File: config.mk
export PLATFORM = sky130hd
export DESIGN_NAME = sorted_priority_queue
export DESIGN_NICKNAME = d
export VERILOG_FILES = /design/src/hw/rtl/spq_pkg.sv /design/src/hw/rtl/spq_cell.sv /design/src/hw/rtl/sorted_priority_queue.sv
export SDC_FILE = /design/constraint.sdc
export NUM_CORES = 2
export LEC_CHECK = 0
export BUFFER_PORTS_ARGS = -buffer_cell sky130_fd_sc_hd__buf_2
export CAP_MARGIN = 40
export CORE_MARGIN = 5
export CORE_UTILIZATION = 35
export DETAILED_ROUTE_END_ITERATION = 6
export SETUP_SLACK_MARGIN = 0.05
export SLEW_MARGIN = 20
export SYNTH_ARGS = -nofsm -noshare
export SYNTH_HDL_FRONTEND = slang
export SYNTH_HIERARCHICAL = 1
export SYNTH_SLANG_ARGS = --single-unit
File: constraint.sdc
create_clock -name clock -period 5.1 [get_ports clock]
set_input_delay 0.765 -clock clock [delete_from_list [all_inputs] [get_ports clock]]
set_output_delay 0.765 -clock clock [all_outputs]
set_load 0.01 [all_outputs]
File: src/hw/rtl/spq_pkg.sv
// ----------------------------------------------------------------------------
// spq_pkg
// Types and constants shared by the sorted priority queue and its cells.
// ----------------------------------------------------------------------------
package spq_pkg;

   localparam int DEFAULT_CAPACITY = 16;
   localparam int DEFAULT_KEY_BITS = 32;

   localparam int KEY_W   = 32;
   localparam int VALUE_W = 32;
   localparam int COUNT_W = 5;

   localparam logic KIND_INSERT = 1'b0;
   localparam logic KIND_POP    = 1'b1;

   typedef struct packed {
      logic             kind;
      logic [KEY_W-1:0] key;
   } spq_req_type;

   typedef struct packed {
      logic               ok;
      logic [VALUE_W-1:0] value;
      logic [COUNT_W-1:0] count;
   } spq_rsp_type;

   // Broadcast to every cell in the chain.
   typedef struct packed {
      logic ins;
      logic pop;
   } spq_ctl_type;

endpackage

File: src/hw/rtl/spq_cell.sv
// ----------------------------------------------------------------------------
// spq_cell
// One slot of the sorted chain: compares the broadcast key against its own
// and takes the new key, its left neighbor's key or its right neighbor's key.
// ----------------------------------------------------------------------------
module spq_cell #(
   parameter int KEY_BITS = spq_pkg::DEFAULT_KEY_BITS
) (
   input  logic                clock,
   input  spq_pkg::spq_ctl_type ctl,
   input  logic [KEY_BITS-1:0] ins_key,
   input  logic                slot_valid,
   input  logic                left_lt,
   input  logic [KEY_BITS-1:0] left_key,
   input  logic [KEY_BITS-1:0] right_key,
   output logic                lt,
   output logic [KEY_BITS-1:0] key
);

   logic [KEY_BITS-1:0] key_ff;
   logic [KEY_BITS-1:0] key_in;

   // Stored keys are ascending, so lt is true for a prefix of the chain.
   assign lt = slot_valid && (key_ff < ins_key);

   always_comb begin
      key_in = key_ff;
      if (ctl.ins && !lt) begin
         // first cell not below the key takes it; cells after it shift right
         key_in = left_lt ? ins_key : left_key;
      end else if (ctl.pop) begin
         key_in = right_key;
      end
   end

   always_ff @(posedge clock) begin
      key_ff <= key_in;
   end

   assign key = key_ff;

endmodule

File: src/hw/rtl/sorted_priority_queue.sv
// ----------------------------------------------------------------------------
// sorted_priority_queue
// Bounded priority queue kept in ascending order in a chain of cells.
// ----------------------------------------------------------------------------
// Takes one beat per clock cycle. Every cell compares its key with the
// incoming key and shifts or loads in the same cycle, so an insert or a pop
// finishes in the cycle it is accepted and its result beat appears on the
// next cycle from an output register. The input stalls only while that
// register holds a beat and the result side stalls. Inserts into a full
// queue and pops from an empty one return ok low, value zero and leave the
// contents unchanged. Equal keys are ordered newest first.
// ----------------------------------------------------------------------------
module sorted_priority_queue #(
   parameter int CAPACITY = spq_pkg::DEFAULT_CAPACITY,
   parameter int KEY_BITS = spq_pkg::DEFAULT_KEY_BITS
) (
   input  logic                 clock,
   input  logic                 reset,
   input  logic                 req_valid,
   output logic                 req_stall,
   input  spq_pkg::spq_req_type req_data,
   output logic                 rsp_valid,
   input  logic                 rsp_stall,
   output spq_pkg::spq_rsp_type rsp_data
);

   localparam int CW = $clog2(CAPACITY + 1);

   logic [CW-1:0]        count_ff;
   logic [CW-1:0]        count_in;
   logic                 rsp_valid_ff;
   logic                 rsp_valid_in;
   spq_pkg::spq_rsp_type rsp_ff;
   spq_pkg::spq_rsp_type rsp_in;

   logic                 accept;
   logic                 full;
   logic                 empty;
   logic                 ins_ok;
   logic                 pop_ok;
   spq_pkg::spq_ctl_type ctl;
   logic [KEY_BITS-1:0]  ins_key;

   logic [KEY_BITS-1:0]  cell_key [CAPACITY];
   logic                 cell_lt  [CAPACITY];

   assign req_stall = rsp_valid_ff && rsp_stall;
   assign accept    = req_valid && !req_stall;

   assign full    = (count_ff == CW'(CAPACITY));
   assign empty   = (count_ff == '0);
   assign ins_ok  = accept && (req_data.kind == spq_pkg::KIND_INSERT) && !full;
   assign pop_ok  = accept && (req_data.kind == spq_pkg::KIND_POP) && !empty;
   assign ins_key = KEY_BITS'(req_data.key);

   always_comb begin
      ctl.ins = ins_ok;
      ctl.pop = pop_ok;
   end

   for (genvar i = 0; i < CAPACITY; i++) begin : g_cell
      logic                left_lt;
      logic [KEY_BITS-1:0] left_key;
      logic [KEY_BITS-1:0] right_key;

      if (i == 0) begin : g_head
         assign left_lt  = 1'b1;
         assign left_key = ins_key;
      end else begin : g_body
         assign left_lt  = cell_lt[i-1];
         assign left_key = cell_key[i-1];
      end

      if (i == CAPACITY - 1) begin : g_tail
         assign right_key = cell_key[i];
      end else begin : g_mid
         assign right_key = cell_key[i+1];
      end

      spq_cell #(
         .KEY_BITS (KEY_BITS)
      ) u_cell (
         .clock      (clock),
         .ctl        (ctl),
         .ins_key    (ins_key),
         .slot_valid (count_ff > CW'(i)),
         .left_lt    (left_lt),
         .left_key   (left_key),
         .right_key  (right_key),
         .lt         (cell_lt[i]),
         .key        (cell_key[i])
      );
   end

   always_comb begin
      count_in = count_ff;
      if (ins_ok) begin
         count_in = count_ff + CW'(1);
      end else if (pop_ok) begin
         count_in = count_ff - CW'(1);
      end
   end

   always_comb begin
      rsp_valid_in = rsp_valid_ff && rsp_stall;
      rsp_in       = rsp_ff;
      if (accept) begin
         rsp_valid_in = 1'b1;
         rsp_in.ok    = ins_ok || pop_ok;
         rsp_in.value = pop_ok ? spq_pkg::VALUE_W'(cell_key[0]) : '0;
         rsp_in.count = spq_pkg::COUNT_W'(count_in);
      end
   end

   always_ff @(posedge clock) begin
      if (reset) begin
         count_ff     <= '0;
         rsp_valid_ff <= 1'b0;
      end else begin
         count_ff     <= count_in;
         rsp_valid_ff <= rsp_valid_in;
      end
   end

   always_ff @(posedge clock) begin
      rsp_ff <= rsp_in;
   end

   assign rsp_valid = rsp_valid_ff;
   assign rsp_data  = rsp_ff;

`ifndef ASSERT_OFF
   a_count_bound: assert property (@(posedge clock) disable iff (reset)
      count_ff <= CW'(CAPACITY))
      else $error("occupancy above capacity");

   a_insert_grows: assert property (@(posedge clock) disable iff (reset)
      ins_ok |=> count_ff == $past(count_ff) + CW'(1))
      else $error("stored insert did not grow occupancy");

   a_beat_after_accept: assert property (@(posedge clock) disable iff (reset)
      accept |=> rsp_valid_ff && rsp_ff.count == spq_pkg::COUNT_W'(count_ff))
      else $error("accepted beat produced no matching result");

   a_fail_zero: assert property (@(posedge clock) disable iff (reset)
      rsp_valid_ff && !rsp_ff.ok |-> rsp_ff.value == '0)
      else $error("failed result carries a value");

   a_head_sorted: assert property (@(posedge clock) disable iff (reset)
      count_ff >= CW'(2) |-> cell_key[0] <= cell_key[1])
      else $error("head of chain out of order");
`endif

endmodule

Yosys cells after proc, flatten, opt, wreduce, memory -nomap -nowiden
Cells that the tools add are included.
- register bits after elaboration: 556
- bits of input ports: 37
- output and inout bits: 40
- logic and storage cells: 179
- add/sub/neg operators: 2
- magnitude comparators: 32
- eq/ne operators: 1
- multiplexer cells: 48
- bitwise logic cells: 1
- reduce and logical (&&, ||, !) cells: 74
- operators by type and width (kind ; number):
    $mux W32 ; 45
    $lt A32 B32 Y1 ; 16
    $gt A5 B4 Y1 const B ; 8
    $logic_and A1 B1 Y1 ; 38
    $reduce_bool A2 Y1 ; 15
    $gt A5 B3 Y1 const B ; 4
    $logic_not A1 Y1 ; 19
    $gt A5 B1 Y1 const B ; 2
    $gt A5 B2 Y1 const B ; 2
    $mux W5 ; 2
    $add A5 B1 Y5 const B ; 1
    $eq A5 B5 Y1 const B ; 1
    $logic_not A5 Y1 ; 1
    $sub A5 B1 Y5 const B ; 1
    $logic_or A1 B1 Y1 ; 1
    $mux W1 ; 1
    $not A1 Y1 ; 1

Depth between registers and ports, before layout
- depth in word-level cells: 7
- depth in mapped cells: 11
- gate-level depth less buffers: 9

By module
Netlist, hierarchy kept.
- modules (own cells, without submodules) (module ; times used ; cells an instance ; area an instance (um^2) ; seq. area each (um^2)):
    spq_cell ; 16 ; 219 ; 2630.0 ; 960.9
    sorted_priority_queue ; 1 ; 164 ; 2004.4 ; 1261.2

Least setup slack after synthesis
Ideal clock, no wire load.
- path type: input to register
- start: input port req_data[14] (netlist bit)
- end: register g_cell[0].u_cell.key_ff[0] (enable)
- setup time: 394 ps
- arrival time: 3463 ps
- data required time: 4706 ps
- setup slack: 1243 ps
- stages on the path: 9
- path buffers: 1
- path through: inv_1 ha_1 nand4_1 or4_1 or4_1 a31oi_1 o21ai_2 buf_6 nand2b_1
- cells in the longest elaborated chain, start to end: 5
- ends and longest elaborated chain (element ; RTL line ; RTL):
    from (decl) ; sorted_priority_queue.sv:21 ; input spq_pkg::spq_req_type req_data,
    $lt A32 B32 Y1 ; spq_cell.sv:24 ; assign lt = slot_valid && (key_ff < ins_key);
    $logic_and A1 B1 Y1 ; spq_cell.sv:24 ;
    $logic_not A1 Y1 ; spq_cell.sv:28 ; if (ctl.ins && !lt) begin
    $logic_and A1 B1 Y1 ; spq_cell.sv:28 ;
    $reduce_bool A2 Y1 (no source line) ; - ;
    to (signal assigned) ; spq_cell.sv:37 ; key_ff <= key_in;
    to (decl) ; spq_cell.sv:20 ; logic [KEY_BITS-1:0] key_ff;
Every way passes these cells.
A chain may end at the register's enable or synchronous reset.

==> results.sh <==
export IMPL_grt_max_degree=55
export IMPL_rows=130
export IMPL_clock_latency_ps=640
export IMPL_rsz0062_at_grt="no"
export IMPL_fin_skew_ps=17.7
export IMPL_place_inst=5353
export IMPL_cp_endpoint="g_cell[5].u_cell/key[14]$_DFFE_PP_"
export IMPL_power_total_mw=18.5
export IMPL_cp_top_family="simple AND/OR/NAND/NOR gates"
export IMPL_clk_path_buf_depth=3
export IMPL_dr_total_vias=27200
export IMPL_met2_usage_pct=22.0
export IMPL_gp_congestion=0.827
export IMPL_crit_cells=11
export IMPL_critPathMaxFanout=33
export IMPL_finalSetupTns_ps=0
export IMPL_cts_sinks=556
export IMPL_reg2reg_slack_ps=1330
export IMPL_holdCritPathClass="in2reg"
export IMPL_fp_coreArea_um2=125000
export IMPL_first_global_vias=27300
export IMPL_cpMostUsedCell="or4_1"
export IMPL_synthCells=3667
export IMPL_finalWorstSetupSlack_ps=956
export IMPL_hold_viol=0
export IMPL_required_ps=5490
export IMPL_fin_crit_sh_pct=81.3
export IMPL_port_buffers=76
export IMPL_crit_arrival_ps=4540
export IMPL_stdcell_count=5468
export IMPL_setup_violations_final=0
export IMPL_die_h_um=365
export IMPL_fin_util_pct=38.7
export IMPL_vdd_drop_max_mv=0.284
export IMPL_hpwlAfterDp_um=77900
export IMPL_overflow=0
export IMPL_fin_nets=4307
export IMPL_cts_setup_buffers=0
export IMPL_path_cells="buf_2, inv_1, ha_1, nand4_1, or4_1, or4_1, a31oi_1, nor2_2, buf_4, mux2_2, mux2_4"
export IMPL_slew_headroom_pct=45.3
export IMPL_dieArea_um2=133000
export IMPL_finalWirelength_um=97300
export IMPL_startpoint="req_data[14]"
export IMPL_crit_path_start_kind="input port"
export IMPL_drt_iter0_markers=1493
export IMPL_grt_pass1_wl_um=153000
export IMPL_endpoint_kind="register"
export IMPL_grt_usage_pct=14.2
export IMPL_leakage_nw=21.5
export IMPL_diodes=0
export IMPL_status="finished, final reports clean"
export IMPL_ys_warn_count=6
export IMPL_drc=0
export IMPL_post_drt_wl_per_cell_um=17.8
export IMPL_timing_fmax_mhz=241
export IMPL_r2r_end="g_cell[5].u_cell/key[14]$_DFFE_PP_"
export IMPL_min_period_ps=4140
export IMPL_worstSetupPathType="in2reg"
export IMPL_r2r_cells=9
export IMPL_nFillCells=12000
export IMPL_cpMaxStageDelayCell="or4_1"
export IMPL_drive_gt1_share_pct=34.0
export IMPL_ant_nets=0
export IMPL_path_buf_inv=3
export IMPL_ctsHoldBuffers=0
export IMPL_preCtsSetupSlack_ps=316
export IMPL_synthesis_area_um2=44100
export IMPL_maxCapViolCount=0
export IMPL_drt_first_pass_iters=5
export IMPL_synth_fp_nets=4206
export IMPL_slowest_delay_ps=590
export IMPL_use_met1_pct=21.2
export IMPL_hold_ws_ps=375
export IMPL_antenna_found_initial=0
export IMPL_crit_reg2reg_launch="g_cell[4].u_cell/key[14]$_DFFE_PP_"
export IMPL_grt_busiest_layer="met2"
export IMPL_area_growth_syn_to_layout_pct=10.2
export IMPL_avgSynthCellArea_um2=12.0
export IMPL_tritoncts="yes"
export IMPL_tightestPinTransition_ps=817
export IMPL_htreeDepth=2
export IMPL_final_cell_area_um2=48600
export IMPL_viasPerCell=4.98
export IMPL_die_width_um=365
export IMPL_slew_violations=0
export IMPL_cts_buffers_inserted=60
export IMPL_initial_utilization_pct=35.2
export IMPL_root_buffer="clkbuf_16"
export IMPL_io_pins=77
export IMPL_cts_resized=0
export IMPL_clk_pin_slew_ps=60
export IMPL_use_met3_pct=1.86
export IMPL_p_per_area_nw_per_um2=381
export IMPL_placed_area_um2=46700
worst min path at each step:
stage | endpoint | cells after the start | slack (ps) | startpoint
after floorplan | rsp_data[5]$_SDFFCE_PN0N_ | 1 | 540 | g_cell[0].u_cell/key[0]$_DFFE_PP_
after global placement | rsp_data[27]$_SDFFCE_PN0N_ | 1 | 580 | g_cell[0].u_cell/key[22]$_DFFE_PP_
after detailed placement | rsp_data[23]$_SDFFCE_PN0N_ | 1 | 580 | g_cell[0].u_cell/key[18]$_DFFE_PP_
after CTS | rsp_valid$_SDFF_PP0_ | 3 | 340 | req_valid
after global routing | rsp_valid$_SDFF_PP0_ | 3 | 370 | req_valid
final | rsp_valid$_SDFF_PP0_ | 3 | 370 | req_valid
cell type report:
| class | instances | area [um2] | share of cell area [%] |
|---|---|---|---|
| multi-input combinational | 2473 | 24800 | 51.1 |
| inverter | 519 | 1950 | 4.01 |
| clock buffer | 83 | 1650 | 3.39 |
| clock inverter | 29 | 181 | 0.373 |
| tap | 1650 | 2060 | 4.25 |
| sequential | 556 | 16600 | 34.2 |
| timing repair buffer | 158 | 1260 | 2.59 |
layout by cell type (no fill, tap or decap), drive strengths merged, types with 3 or more instances in the layout:
cell type,count
mux2,1026
edfxtp,550
inv,521
ha,502
nand2,201
a21oi,193
buf,158
nor2,109
o21ai,90
clkbuf,83
nand4,65
and2,33
nand2b,33
a221oi,32
or4,32
clkinv,25
nor3,20
o21a,17
nand3,17
a31oi,17
a2bb2oi,16
nor4,16
nand4b,16
a2111oi,16
dfxtp,6
nor2b,3
sequential cells by signal, summed over array words and instances, names as in the netlist:
| register | flops |
|---|---|
| count_ff | 5 |
| g_cell.u_cell/key | 512 |
| rsp_valid | 1 |
| rsp_data | 38 |
worst min-delay path, delay by kind of cell:
family	cells	cell delay, ps
simple gates	2	130
buf+inv	1	90
routing by layer:
layer  up-vias  wire [um]
met5         -          0
met4         0       1640
met3       100       3620
met2       395      41200
met1     13100      50800
li1      13700          -
power breakdown:
part	switching [mW]	internal, mW
combinational	3.10	3.84
clock	1.88	2.34
sequential	0.862	6.49
total	5.85	12.7
Note: power is estimated with default switching activity, not from simulation.
